--- config.mk ---
export PLATFORM = sky130hd
export DESIGN_NAME = line_substring_matcher_flat
export DESIGN_NICKNAME = d
export VERILOG_FILES = /design/src/rtl/lsm_pkg.sv /design/src/rtl/lsm_if.sv /design/src/rtl/lsm_cfg.sv /design/src/rtl/lsm_window.sv /design/src/rtl/line_substring_matcher.sv /design/src/flat_wrapper.sv
export SDC_FILE = /design/constraint.sdc
export NUM_CORES = 2
export LEC_CHECK = 0
export BUFFER_PORTS_ARGS = -buffer_cell sky130_fd_sc_hd__buf_4
export CAP_MARGIN = 20
export CORE_ASPECT_RATIO = 0.9
export CORE_MARGIN = 3
export CORE_UTILIZATION = 68
export DETAILED_ROUTE_END_ITERATION = 8
export PLACE_DENSITY = 0.87
export SYNTH_ARGS = -nofsm -noshare
export SYNTH_HDL_FRONTEND = slang
export SYNTH_SLANG_ARGS = --single-unit
--- constraint.sdc ---
create_clock -name i_clk -period 17.9 [get_ports i_clk]
set_input_delay 3.58 -clock i_clk [delete_from_list [all_inputs] [get_ports i_clk]]
set_output_delay 3.58 -clock i_clk [all_outputs]
set_load 0.01 [all_outputs]
--- src/rtl/lsm_pkg.sv ---
// ----------------------------------------------------------------------------
// lsm_pkg
// Shared types, constants and helpers of the line substring matcher.
// ----------------------------------------------------------------------------
package lsm_pkg;

    // default sizes handed to the top level parameters
    localparam int PATTERN_MAX_DEF  = 32;
    localparam int COUNTER_BITS_DEF = 32;

    // text constants
    localparam logic [7:0] NEWLINE_BYTE = 8'h0A;
    localparam logic [7:0] UPPER_A      = 8'h41;
    localparam logic [7:0] UPPER_Z      = 8'h5A;
    localparam logic [7:0] CASE_OFFSET  = 8'h20;

    // reported counter width
    localparam int COUNT_OUT_W = 32;

    // configuration port geometry
    localparam int APB_ADDR_W   = 6;
    localparam int APB_DATA_W   = 64;
    localparam int REG_LSB      = 3;
    localparam int REG_IDX_W    = 3;
    localparam int CFG_PAT_BYTES = 32;
    localparam int LENGTH_W     = 6;

    // register map
    typedef enum logic [REG_IDX_W-1:0] {
        REG_LENGTH      = 3'd0,
        REG_PAT0        = 3'd1,
        REG_PAT1        = 3'd2,
        REG_PAT2        = 3'd3,
        REG_PAT3        = 3'd4,
        REG_IGNORE_CASE = 3'd5,
        REG_INVERT      = 3'd6
    } t_reg_idx;

    // settled configuration flags seen by the datapath
    typedef struct packed {
        logic ignore_case;
        logic empty_pattern;
        logic invert;
    } t_cfg_flags;

    // window control from the line logic
    typedef struct packed {
        logic shift;
        logic clear;
    } t_win_ctl;

    // one result item
    typedef struct packed {
        logic                   line_valid;
        logic                   line_selected;
        logic                   line_contains;
        logic [COUNT_OUT_W-1:0] line_number;
        logic [COUNT_OUT_W-1:0] match_count;
        logic                   file_has_match;
        logic                   file_end;
    } t_result;

    // ascii upper to lower case folding
    function automatic logic [7:0] fold_byte(input logic [7:0] c, input logic en);
        if (en && c >= UPPER_A && c <= UPPER_Z) begin
            return c + CASE_OFFSET;
        end
        return c;
    endfunction

endpackage

--- src/rtl/lsm_if.sv ---
// ----------------------------------------------------------------------------
// lsm_if
// Valid/ready channels of the line substring matcher: text in, results out.
// ----------------------------------------------------------------------------
interface lsm_in_if;
    logic       valid;
    logic       ready;
    logic [7:0] text_byte;
    logic       byte_valid;
    logic       file_last;

    modport source (output valid, output text_byte, output byte_valid,
                    output file_last, input ready);
    modport sink   (input valid, input text_byte, input byte_valid,
                    input file_last, output ready);
endinterface

interface lsm_out_if;
    logic        valid;
    logic        ready;
    logic        line_valid;
    logic        line_selected;
    logic        line_contains;
    logic [31:0] line_number;
    logic [31:0] match_count;
    logic        file_has_match;
    logic        file_end;

    modport source (output valid, output line_valid, output line_selected,
                    output line_contains, output line_number, output match_count,
                    output file_has_match, output file_end, input ready);
    modport sink   (input valid, input line_valid, input line_selected,
                    input line_contains, input line_number, input match_count,
                    input file_has_match, input file_end, output ready);
endinterface

--- src/rtl/lsm_cfg.sv ---
// ----------------------------------------------------------------------------
// lsm_cfg
// Configuration registers behind the APB port, plus a registered copy of the
// pattern aligned to the text window (last pattern byte at window slot 0).
// ----------------------------------------------------------------------------
module lsm_cfg #(
    parameter int PATTERN_MAX = lsm_pkg::PATTERN_MAX_DEF
) (
    input  logic                            i_clk,
    input  logic                            i_rst_n,
    input  logic                            psel,
    input  logic                            penable,
    input  logic                            pwrite,
    input  logic [lsm_pkg::APB_ADDR_W-1:0]  paddr,
    input  logic [lsm_pkg::APB_DATA_W-1:0]  pwdata,
    output logic [lsm_pkg::APB_DATA_W-1:0]  prdata,
    output logic                            pready,
    output logic [7:0]                      o_apat [PATTERN_MAX],
    output logic [PATTERN_MAX-1:0]          o_amask,
    output lsm_pkg::t_cfg_flags             o_flags
);

    localparam int STORE_BYTES = (PATTERN_MAX < lsm_pkg::CFG_PAT_BYTES) ?
                                 PATTERN_MAX : lsm_pkg::CFG_PAT_BYTES;
    localparam int LEN_W = $clog2(PATTERN_MAX + 1);
    localparam int IDX_W = (PATTERN_MAX > 1) ? $clog2(PATTERN_MAX) : 1;
    localparam int WORDS = lsm_pkg::CFG_PAT_BYTES / 8;

    logic [lsm_pkg::LENGTH_W-1:0]   r_length;
    logic [7:0]                     r_pat [STORE_BYTES];
    logic                           r_ignore_case;
    logic                           r_invert;
    logic [7:0]                     r_apat [PATTERN_MAX];
    logic [PATTERN_MAX-1:0]         r_amask;
    lsm_pkg::t_cfg_flags            r_flags;

    logic [7:0]                     w_pat [PATTERN_MAX];
    logic [lsm_pkg::APB_DATA_W-1:0] w_word [WORDS];
    logic [lsm_pkg::REG_IDX_W-1:0]  w_idx;
    logic                           w_we;
    logic [LEN_W-1:0]               w_eff;
    logic [LEN_W-1:0]               w_src [PATTERN_MAX];
    logic [7:0]                     n_apat [PATTERN_MAX];
    logic [PATTERN_MAX-1:0]         n_amask;

    assign pready = 1'b1;
    assign w_idx  = paddr[lsm_pkg::REG_LSB +: lsm_pkg::REG_IDX_W];
    assign w_we   = psel && penable && pwrite;

    // scalar registers
    always_ff @(posedge i_clk) begin
        if (!i_rst_n) begin
            r_length      <= '0;
            r_ignore_case <= 1'b0;
            r_invert      <= 1'b0;
        end else if (w_we) begin
            case (lsm_pkg::t_reg_idx'(w_idx))
                lsm_pkg::REG_LENGTH:      r_length      <= pwdata[lsm_pkg::LENGTH_W-1:0];
                lsm_pkg::REG_IGNORE_CASE: r_ignore_case <= pwdata[0];
                lsm_pkg::REG_INVERT:      r_invert      <= pwdata[0];
                default: ;
            endcase
        end
    end

    // pattern bytes, eight to a register
    always_ff @(posedge i_clk) begin
        if (!i_rst_n) begin
            for (int p = 0; p < STORE_BYTES; p++) begin
                r_pat[p] <= 8'h00;
            end
        end else if (w_we) begin
            for (int p = 0; p < STORE_BYTES; p++) begin
                if (w_idx == lsm_pkg::REG_IDX_W'(int'(lsm_pkg::REG_PAT0) + p / 8)) begin
                    r_pat[p] <= pwdata[8 * (p % 8) +: 8];
                end
            end
        end
    end

    // full-depth pattern view, positions past the register file read zero
    // and readback words
    for (genvar p = 0; p < PATTERN_MAX; p++) begin : g_pat
        if (p < STORE_BYTES) begin : g_st
            assign w_pat[p] = r_pat[p];
        end else begin : g_zero
            assign w_pat[p] = 8'h00;
        end
    end

    for (genvar w = 0; w < WORDS; w++) begin : g_word
        for (genvar k = 0; k < 8; k++) begin : g_byte
            if (8 * w + k < STORE_BYTES) begin : g_st
                assign w_word[w][8 * k +: 8] = r_pat[8 * w + k];
            end else begin : g_zero
                assign w_word[w][8 * k +: 8] = 8'h00;
            end
        end
    end

    // register readback
    always_comb begin
        case (lsm_pkg::t_reg_idx'(w_idx))
            lsm_pkg::REG_LENGTH:      prdata = lsm_pkg::APB_DATA_W'(r_length);
            lsm_pkg::REG_PAT0:        prdata = w_word[0];
            lsm_pkg::REG_PAT1:        prdata = w_word[1];
            lsm_pkg::REG_PAT2:        prdata = w_word[2];
            lsm_pkg::REG_PAT3:        prdata = w_word[3];
            lsm_pkg::REG_IGNORE_CASE: prdata = lsm_pkg::APB_DATA_W'(r_ignore_case);
            lsm_pkg::REG_INVERT:      prdata = lsm_pkg::APB_DATA_W'(r_invert);
            default:                  prdata = '0;
        endcase
    end

    // effective length, clamped to the window depth
    always_comb begin
        if (32'(r_length) > 32'(PATTERN_MAX)) begin
            w_eff = LEN_W'(PATTERN_MAX);
        end else begin
            w_eff = LEN_W'(r_length);
        end
    end

    // align: slot j holds pattern byte eff-1-j, folded when case is ignored
    for (genvar j = 0; j < PATTERN_MAX; j++) begin : g_align
        assign w_src[j]   = w_eff - LEN_W'(j) - LEN_W'(1);
        assign n_amask[j] = LEN_W'(j) < w_eff;
        assign n_apat[j]  = n_amask[j] ?
                            lsm_pkg::fold_byte(w_pat[w_src[j][IDX_W-1:0]], r_ignore_case) :
                            8'h00;
    end

    // settled copy used by the datapath
    always_ff @(posedge i_clk) begin
        if (!i_rst_n) begin
            r_amask <= '0;
            r_flags <= '0;
        end else begin
            r_amask               <= n_amask;
            r_flags.ignore_case   <= r_ignore_case;
            r_flags.empty_pattern <= (w_eff == '0);
            r_flags.invert        <= r_invert;
        end
    end

    always_ff @(posedge i_clk) begin
        r_apat <= n_apat;
    end

    assign o_apat  = r_apat;
    assign o_amask = r_amask;
    assign o_flags = r_flags;

endmodule

--- src/rtl/lsm_window.sv ---
// ----------------------------------------------------------------------------
// lsm_window
// Shift window of the latest line bytes and the parallel compare of the
// window, with the incoming byte shifted in, against the aligned pattern.
// ----------------------------------------------------------------------------
module lsm_window #(
    parameter int PATTERN_MAX = lsm_pkg::PATTERN_MAX_DEF
) (
    input  logic                   i_clk,
    input  logic                   i_rst_n,
    input  lsm_pkg::t_win_ctl      i_ctl,
    input  logic [7:0]             i_byte,
    input  logic [7:0]             i_apat [PATTERN_MAX],
    input  logic [PATTERN_MAX-1:0] i_amask,
    input  logic                   i_ignore_case,
    output logic                   o_hit
);

    logic [7:0]             r_win [PATTERN_MAX];
    logic [PATTERN_MAX-1:0] r_wvalid;
    logic [7:0]             n_win [PATTERN_MAX];
    logic [PATTERN_MAX-1:0] n_wvalid;
    logic [PATTERN_MAX-1:0] w_eq;

    // window after this byte: new byte in slot 0, the rest moved up one
    assign n_win[0]    = i_byte;
    assign n_wvalid[0] = 1'b1;
    for (genvar j = 1; j < PATTERN_MAX; j++) begin : g_shift
        assign n_win[j]    = r_win[j - 1];
        assign n_wvalid[j] = r_wvalid[j - 1];
    end

    // per-slot compare, slots past the pattern length always agree
    for (genvar j = 0; j < PATTERN_MAX; j++) begin : g_cmp
        assign w_eq[j] = !i_amask[j] ||
                         (n_wvalid[j] &&
                          lsm_pkg::fold_byte(n_win[j], i_ignore_case) == i_apat[j]);
    end

    assign o_hit = &w_eq;

    // slot occupancy
    always_ff @(posedge i_clk) begin
        if (!i_rst_n) begin
            r_wvalid <= '0;
        end else if (i_ctl.clear) begin
            r_wvalid <= '0;
        end else if (i_ctl.shift) begin
            r_wvalid <= n_wvalid;
        end
    end

    // window bytes
    always_ff @(posedge i_clk) begin
        if (i_ctl.shift) begin
            r_win <= n_win;
        end
    end

endmodule

--- src/rtl/line_substring_matcher.sv ---
// ----------------------------------------------------------------------------
// line_substring_matcher
// Fixed-pattern line filter: bytes stream in, one result per closed line
// or file end, with line number, match count and the selection flag.
// ----------------------------------------------------------------------------
//  channel  | dir | handshake        | payload
//  ---------+-----+------------------+-------------------------------------
//  i_in     | in  | valid/ready      | text_byte, byte_valid, file_last
//  o_out    | out | valid/ready      | line flags, line_number, match_count,
//           |     |                  | file_has_match, file_end
//  apb      | in  | psel/penable     | 64-bit registers at byte address 8*i
//
//  One item per cycle sustained while results are taken: input register, one
//  compare of the window against the aligned pattern and the line update,
//  then the result register. A result is valid once it is in that register.
//  Items that carry no newline and no file end never wait on the output side;
//  a held result only stalls items that have a result of their own.
//  Reset is synchronous and clears configuration, window and counters.
//  A register write reaches the compare through the settled copy in lsm_cfg.
// ----------------------------------------------------------------------------
module line_substring_matcher #(
    parameter int PATTERN_MAX  = lsm_pkg::PATTERN_MAX_DEF,
    parameter int COUNTER_BITS = lsm_pkg::COUNTER_BITS_DEF
) (
    input  logic                           i_clk,
    input  logic                           i_rst_n,
    lsm_in_if.sink                         i_in,
    lsm_out_if.source                      o_out,
    input  logic                           psel,
    input  logic                           penable,
    input  logic                           pwrite,
    input  logic [lsm_pkg::APB_ADDR_W-1:0] paddr,
    input  logic [lsm_pkg::APB_DATA_W-1:0] pwdata,
    output logic [lsm_pkg::APB_DATA_W-1:0] prdata,
    output logic                           pready
);

    localparam int OUT_W = lsm_pkg::COUNT_OUT_W;

    logic [7:0]              w_apat [PATTERN_MAX];
    logic [PATTERN_MAX-1:0]  w_amask;
    lsm_pkg::t_cfg_flags     w_flags;
    lsm_pkg::t_win_ctl       w_win_ctl;
    logic                    w_hit;

    // input register
    logic                    r_in_valid;
    logic [7:0]              r_in_byte;
    logic                    r_in_bvalid;
    logic                    r_in_last;

    // line and file state
    logic                    r_line_hit;
    logic                    r_pending;
    logic [COUNTER_BITS-1:0] r_line_cnt;
    logic [COUNTER_BITS-1:0] r_hit_cnt;

    // result register
    logic                    r_out_valid;
    lsm_pkg::t_result        r_out;

    logic                    w_in_fire;
    logic                    w_out_free;
    logic                    w_step;
    logic                    w_newline;
    logic                    w_emit;
    logic                    w_close;
    logic                    w_hit_after;
    logic                    w_pending_after;
    logic                    w_contains;
    logic [COUNTER_BITS-1:0] w_line_inc;
    logic [COUNTER_BITS-1:0] w_hit_inc;
    logic [COUNTER_BITS-1:0] n_line_cnt;
    logic [COUNTER_BITS-1:0] n_hit_cnt;
    logic [OUT_W-1:0]        w_line_out;
    logic [OUT_W-1:0]        w_hit_out;
    lsm_pkg::t_result        n_out;

    lsm_cfg #(
        .PATTERN_MAX (PATTERN_MAX)
    ) u_cfg (
        .i_clk   (i_clk),
        .i_rst_n (i_rst_n),
        .psel    (psel),
        .penable (penable),
        .pwrite  (pwrite),
        .paddr   (paddr),
        .pwdata  (pwdata),
        .prdata  (prdata),
        .pready  (pready),
        .o_apat  (w_apat),
        .o_amask (w_amask),
        .o_flags (w_flags)
    );

    lsm_window #(
        .PATTERN_MAX (PATTERN_MAX)
    ) u_window (
        .i_clk         (i_clk),
        .i_rst_n       (i_rst_n),
        .i_ctl         (w_win_ctl),
        .i_byte        (r_in_byte),
        .i_apat        (w_apat),
        .i_amask       (w_amask),
        .i_ignore_case (w_flags.ignore_case),
        .o_hit         (w_hit)
    );

    // flow control: items without a result pass even if the output is held
    assign w_newline  = r_in_bvalid && (r_in_byte == lsm_pkg::NEWLINE_BYTE);
    assign w_emit     = w_newline || r_in_last;
    assign w_out_free = !r_out_valid || o_out.ready;
    assign w_step     = r_in_valid && (!w_emit || w_out_free);
    assign i_in.ready = !r_in_valid || w_step;
    assign w_in_fire  = i_in.valid && i_in.ready;

    // input register
    always_ff @(posedge i_clk) begin
        if (!i_rst_n) begin
            r_in_valid <= 1'b0;
        end else if (i_in.ready) begin
            r_in_valid <= i_in.valid;
        end
    end

    always_ff @(posedge i_clk) begin
        if (w_in_fire) begin
            r_in_byte   <= i_in.text_byte;
            r_in_bvalid <= i_in.byte_valid;
            r_in_last   <= i_in.file_last;
        end
    end

    // line update for the item in the input register
    assign w_hit_after     = r_line_hit || (r_in_bvalid && w_hit);
    assign w_pending_after = r_pending || r_in_bvalid;
    assign w_close         = w_newline || (r_in_last && w_pending_after);
    assign w_contains      = w_hit_after || w_flags.empty_pattern;

    assign w_win_ctl.shift = w_step && r_in_bvalid;
    assign w_win_ctl.clear = w_step && (w_close || r_in_last);

    // saturating counters
    assign w_line_inc = (r_line_cnt == '1) ? r_line_cnt : r_line_cnt + 1'b1;
    assign w_hit_inc  = (r_hit_cnt == '1) ? r_hit_cnt : r_hit_cnt + 1'b1;
    assign n_line_cnt = w_close ? w_line_inc : r_line_cnt;
    assign n_hit_cnt  = (w_close && w_contains) ? w_hit_inc : r_hit_cnt;

    // counters reported at 32 bits, clamped
    assign w_line_out = (|(n_line_cnt >> OUT_W)) ? '1 : OUT_W'(n_line_cnt);
    assign w_hit_out  = (|(n_hit_cnt >> OUT_W)) ? '1 : OUT_W'(n_hit_cnt);

    // result assembly
    always_comb begin
        n_out.line_valid     = w_close;
        n_out.line_selected  = w_close && (w_contains ^ w_flags.invert);
        n_out.line_contains  = w_close && w_contains;
        n_out.line_number    = w_line_out;
        n_out.match_count    = w_hit_out;
        n_out.file_has_match = (n_hit_cnt != '0);
        n_out.file_end       = r_in_last;
    end

    // line and file state
    always_ff @(posedge i_clk) begin
        if (!i_rst_n) begin
            r_line_hit <= 1'b0;
            r_pending  <= 1'b0;
            r_line_cnt <= '0;
            r_hit_cnt  <= '0;
        end else if (w_step) begin
            if (w_close || r_in_last) begin
                r_line_hit <= 1'b0;
                r_pending  <= 1'b0;
            end else begin
                r_line_hit <= w_hit_after;
                r_pending  <= w_pending_after;
            end
            if (r_in_last) begin
                r_line_cnt <= '0;
                r_hit_cnt  <= '0;
            end else begin
                r_line_cnt <= n_line_cnt;
                r_hit_cnt  <= n_hit_cnt;
            end
        end
    end

    // result register
    always_ff @(posedge i_clk) begin
        if (!i_rst_n) begin
            r_out_valid <= 1'b0;
        end else if (w_step && w_emit) begin
            r_out_valid <= 1'b1;
        end else if (o_out.ready) begin
            r_out_valid <= 1'b0;
        end
    end

    always_ff @(posedge i_clk) begin
        if (w_step && w_emit) begin
            r_out <= n_out;
        end
    end

    assign o_out.valid          = r_out_valid;
    assign o_out.line_valid     = r_out.line_valid;
    assign o_out.line_selected  = r_out.line_selected;
    assign o_out.line_contains  = r_out.line_contains;
    assign o_out.line_number    = r_out.line_number;
    assign o_out.match_count    = r_out.match_count;
    assign o_out.file_has_match = r_out.file_has_match;
    assign o_out.file_end       = r_out.file_end;

    // a closed line always carries a nonzero line number
    a_line_number: assert property (@(posedge i_clk) disable iff (!i_rst_n)
        (r_out_valid && r_out.line_valid) |-> (r_out.line_number != '0))
        else $error("closed line reported with line number zero");

    // matching lines never outnumber lines
    a_count_order: assert property (@(posedge i_clk) disable iff (!i_rst_n)
        r_out_valid |-> (r_out.match_count <= r_out.line_number))
        else $error("match count above line number");

    // file match flag follows the match count
    a_file_flag: assert property (@(posedge i_clk) disable iff (!i_rst_n)
        r_out_valid |-> (r_out.file_has_match == (r_out.match_count != '0)))
        else $error("file match flag disagrees with match count");

    // a file end leaves the counters and line state clear
    a_file_clear: assert property (@(posedge i_clk) disable iff (!i_rst_n)
        (w_step && r_in_last) |=>
            (r_line_cnt == '0 && r_hit_cnt == '0 && !r_pending && !r_line_hit))
        else $error("state not cleared after file end");

endmodule
--- src/flat_wrapper.sv ---
// flat-port wrapper written by rule: the top's interface ports become plain ports
module line_substring_matcher_flat 
#(
    parameter int PATTERN_MAX  = lsm_pkg::PATTERN_MAX_DEF,
    parameter int COUNTER_BITS = lsm_pkg::COUNTER_BITS_DEF
)
  (i_clk, i_rst_n, psel, penable, pwrite, paddr, pwdata, prdata, pready, i_in_valid, i_in_text_byte, i_in_byte_valid, i_in_file_last, i_in_ready, o_out_valid, o_out_line_valid, o_out_line_selected, o_out_line_contains, o_out_line_number, o_out_match_count, o_out_file_has_match, o_out_file_end, o_out_ready);
  lsm_in_if i_in_i ();
  lsm_out_if o_out_i ();
  input  logic i_clk;
  input  logic i_rst_n;
  input  logic psel;
  input  logic penable;
  input  logic pwrite;
  input  logic [lsm_pkg::APB_ADDR_W-1:0] paddr;
  input  logic [lsm_pkg::APB_DATA_W-1:0] pwdata;
  output logic [lsm_pkg::APB_DATA_W-1:0] prdata;
  output logic pready;
  input wire logic [$bits(i_in_i.valid)-1:0] i_in_valid;
  input wire logic [$bits(i_in_i.text_byte)-1:0] i_in_text_byte;
  input wire logic [$bits(i_in_i.byte_valid)-1:0] i_in_byte_valid;
  input wire logic [$bits(i_in_i.file_last)-1:0] i_in_file_last;
  output wire logic [$bits(i_in_i.ready)-1:0] i_in_ready;
  output wire logic [$bits(o_out_i.valid)-1:0] o_out_valid;
  output wire logic [$bits(o_out_i.line_valid)-1:0] o_out_line_valid;
  output wire logic [$bits(o_out_i.line_selected)-1:0] o_out_line_selected;
  output wire logic [$bits(o_out_i.line_contains)-1:0] o_out_line_contains;
  output wire logic [$bits(o_out_i.line_number)-1:0] o_out_line_number;
  output wire logic [$bits(o_out_i.match_count)-1:0] o_out_match_count;
  output wire logic [$bits(o_out_i.file_has_match)-1:0] o_out_file_has_match;
  output wire logic [$bits(o_out_i.file_end)-1:0] o_out_file_end;
  input wire logic [$bits(o_out_i.ready)-1:0] o_out_ready;
  assign i_in_i.valid = i_in_valid;
  assign i_in_i.text_byte = i_in_text_byte;
  assign i_in_i.byte_valid = i_in_byte_valid;
  assign i_in_i.file_last = i_in_file_last;
  assign i_in_ready = i_in_i.ready;
  assign o_out_valid = o_out_i.valid;
  assign o_out_line_valid = o_out_i.line_valid;
  assign o_out_line_selected = o_out_i.line_selected;
  assign o_out_line_contains = o_out_i.line_contains;
  assign o_out_line_number = o_out_i.line_number;
  assign o_out_match_count = o_out_i.match_count;
  assign o_out_file_has_match = o_out_i.file_has_match;
  assign o_out_file_end = o_out_i.file_end;
  assign o_out_i.ready = o_out_ready;
  line_substring_matcher #(.PATTERN_MAX(PATTERN_MAX), .COUNTER_BITS(COUNTER_BITS)) u_core (.i_clk(i_clk), .i_rst_n(i_rst_n), .i_in(i_in_i), .o_out(o_out_i), .psel(psel), .penable(penable), .pwrite(pwrite), .paddr(paddr), .pwdata(pwdata), .prdata(prdata), .pready(pready));
endmodule
==> summary.md <==
| Metric | Value |
|---|---|
| Antenna viol nets, final | `0` |
| Nets | `5,417` |
| Initial antenna violation count | `5` |
| Final Util | `0.763` |
| Net Sw Frac | `0.277` |
| Net Count, Synth | `5,281` |
| PortBufs | `218` |
| Worst Path Class, Setup | `input pin to output port` |
| Startpoint Class | `input pin` |
| Yosys reg bits | `981` |
| Hold Violations, Final | `0` |
| Slew margin rel. | `0.201` |
| Fin. max-slew vios | `0` |
| RSZ-0062 raised after global routing | `false` |
| Cell Int Power | `3810 uW` |
| Fin crit share | `0.508` |
| Largest net degree at the start of global routing | `124` |
| Routability cong. | `1.11` |
| Synth Flop Type | `edfxtp_1` |
| Clock slew at reported path FFs | `0.06 ns` |
| Seq/Total Area, Yosys | `0.450` |
| Hold EP | `u_core.u_window.r_wvalid[30]` |
| Post-Route WL | `218 mm` |
| Starting Density | `0.692` |
| First-pass GRT wire length | `308 mm` |
| Clk_lat worst skew | `0.68 ns` |
| Reg power frac | `0.484` |
| Gr ovfl total | `0` |
| Leakage | `0.0245 uW` |
| Worst Hold Launch | `u_core.u_window.r_wvalid[30]` |
| Peak VDD IR | `94.6 uV` |
| Status | `finished clean` |
| Clk_skew | `0.0323 ns` |
| R2r endpoint | `u_core.u_cfg.o_apat[246]` |
| Post-CTS Setup Inserts | `0` |
| Die Span Y | `280 um` |
| CTS root buffer | `clkbuf_16` |
| Hold-fix buffers, CTS | `0` |
| Total core area | `81,800 sq um` |
| DR vias/cell | `7.32` |
| Most common cell after layout, fill and taps aside | `mux2i_1` |
| Hold depth | `2` |
| Area share of the largest cell type after synthesis | `0.310` |
| DP HPWL | `162 mm` |
| CTS resizes | `0` |
| Gr usage total | `0.495` |
| Arrival @ worst endpoint | `5.51 ns` |
| R2R depth | `12` |
| Clock Power Share | `0.383` |
| Die ar. | `86,700 sq um` |
| Critical Path RT | `14.32 ns` |
| Most frequent cells in the layout | `mux2i_1, edfxtp_1, nor2_1, nand2_1, dfxtp_1` |
| Asr flop ratio synth | `0` |
| Hold_ws | `0.468 ns` |
| NetSw | `1460 uW` |
| Reg2reg start | `u_core.u_cfg.r_length[0]` |
| Netlist cell types | `92` |
| Via count | `46,805` |
| Area leader, netlist | `edfxtp_1` |
| Fmax | `0.110 GHz` |
| Layout cell share with drive strength beyond 1 | `0.143` |
| Setup violators final | `0` |
| Mapped Area | `56,600 sq um` |
| Synthesis Warnings | `0` |
| Uppermost layer routed | `met5` |
| M1 WL | `73.4 mm` |
| Hold Path Class | `flop to flop` |
| Drt first-iter violations | `8,337` |
| Max Cap Violations | `0` |
| P&R area growth vs syn | `10.3%` |
| Final Non-Filler Cells | `6,390` |
| Die Width | `310 um` |
| PwrDens | `84.3 nW/um^2` |
| Met3 WL post-DR | `32.6 mm` |
| Synth area leaders | `edfxtp_1, mux2i_1, dfxtp_1` |
| CTS tree | `done` |
| Syn Area/Cell | `11.1 sq um` |
| Mapped Cells | `5,115` |
| Met2 WL | `94.5 mm` |
| Logic pwr share | `0.133` |
| Max Root-Sink Buffers | `3` |
| R2R Setup Slk | `11.43 ns` |
| First-pass DRT Iterations | `7` |
| EDFF count, synth | `583` |
| DRC | `0` |
| Slew at the pin closest to its max-slew limit | `1.17 ns` |
| Critical Path End Type | `output port` |
| Crit-path max FO | `64` |
| CTS buffer count | `93` |
| Final min period | `9.09 ns` |
| Wire length per cell | `34.1 um` |
| CTS sink cnt | `981` |
| Cell count after placement | `6,208` |
| Ports | `223` |
| Core Rows | `99` |
| TNS Setup | `0 ns` |
| CTS H-tree depth | `3` |
| Vias in the first global route | `44,306` |
## synth_stat cells (23+ instances only)
library cell  number
a31oi_1           23
a22oi_1          157
xnor2_1          180
nor3_1            63
inv_1            222
xor2_1           184
buf_2             42
edfxtp_1         583
or3_1             31
clkbuf_1         147
ha_1              79
a211oi_1          27
nand4_1           44
nor4_1            32
a21oi_1          225
dfxtp_1          398
nand2_1          418
buf_1             52
o21ai_0          126
and2_1            24
mux4_2           209
nand3_1           82
nor2b_1           65
and3_1            37
mux2i_1          909
nor2_1           462
## per-layer routing
| layer | vias to the layer above | global-route usage |
|---|---|---|
| met5 | - | 0 |
| met4 | 4 | 0.296 |
| met3 | 903 | 0.168 |
| met2 | 4271 | 0.750 |
| met1 | 22503 | 0.617 |
| li1 | 19124 | - |
## cell families after synthesis
kind of cell | after synthesis | share of synthesized area
other cells | 1 | 0.0000663
flops | 981 | 0.450
compound gates | 710 | 0.0813
xor+xnor | 366 | 0.0569
mux | 1133 | 0.247
buf+inv | 482 | 0.0342
fa+ha+maj | 79 | 0.0175
simple gates | 1363 | 0.112
## metrics by stage
stage          setup WS, ns  instance area, sq um  total power, uW
2_1_floorplan          5.96                 56600             2930
3_3_place_gp           8.99                 59200             3210
3_5_place_dp           8.99                 59200             3240
4_1_cts                8.91                 62300             5200
5_1_grt                8.82                 62400             5350
6_report               8.81                 62400             5260
## state kept, by name, indices dropped and copies added, names as in the netlist, 3 cells and up
signal	flops
u_core.r_hit_cnt	32
u_core.u_window.n_win	248
u_core.r_in_byte	8
u_core.u_cfg.o_amask	32
u_core.u_cfg.r_length	6
u_core.u_cfg.r_pat	256
u_core.u_cfg.o_flags	3
u_core.u_window.r_wvalid	31
u_core.u_cfg.o_apat	256
u_core.r_line_cnt	32
u_core.o_out.match_count	32
u_core.o_out.line_number	32
## how the worst max path moves through the flow
| stage | from | to | cells past startpoint | slack, ns |
|---|---|---|---|---|
| floorplan | o_out_ready | u_core.u_window.n_win[0] | 7 | 5.96 |
| global placement | paddr[5] | prdata[5] | 8 | 8.99 |
| detailed placement | paddr[5] | prdata[3] | 8 | 8.99 |
| CTS | paddr[5] | prdata[3] | 8 | 8.91 |
| global route | paddr[5] | prdata[3] | 8 | 8.82 |
| finish | paddr[5] | prdata[3] | 8 | 8.81 |
## layout make-up
type / instances / area [sq um]
repair buffers: 296 / 2250
clock inverters: 43 / 464
inverters: 227 / 865
diodes: 3 / 7.51
multi-input cells: 3652 / 29400
clock buffers: 128 / 2590
fillers: 4773 / 19400
well taps: 1060 / 1330
flip-flops and latches: 981 / 25500
## critical path: stages
cell and delay, ns:
buf_4 0.19, inv_1 0.18, and3_2 0.20, buf_4 0.65, nand2_1 0.14, o21ai_0 0.16
a221o_1 0.22, buf_4 0.15
## power groups by stage
stage,registers [uW],clock network (uW),logic (uW)
finish,2550,2020,698
detailed placement,2580,0,653
global route,2550,2090,712
CTS,2540,2000,660
global placement,2580,0,637
floorplan,2560,0,377
Note: power is estimated with default switching activity, not from simulation.
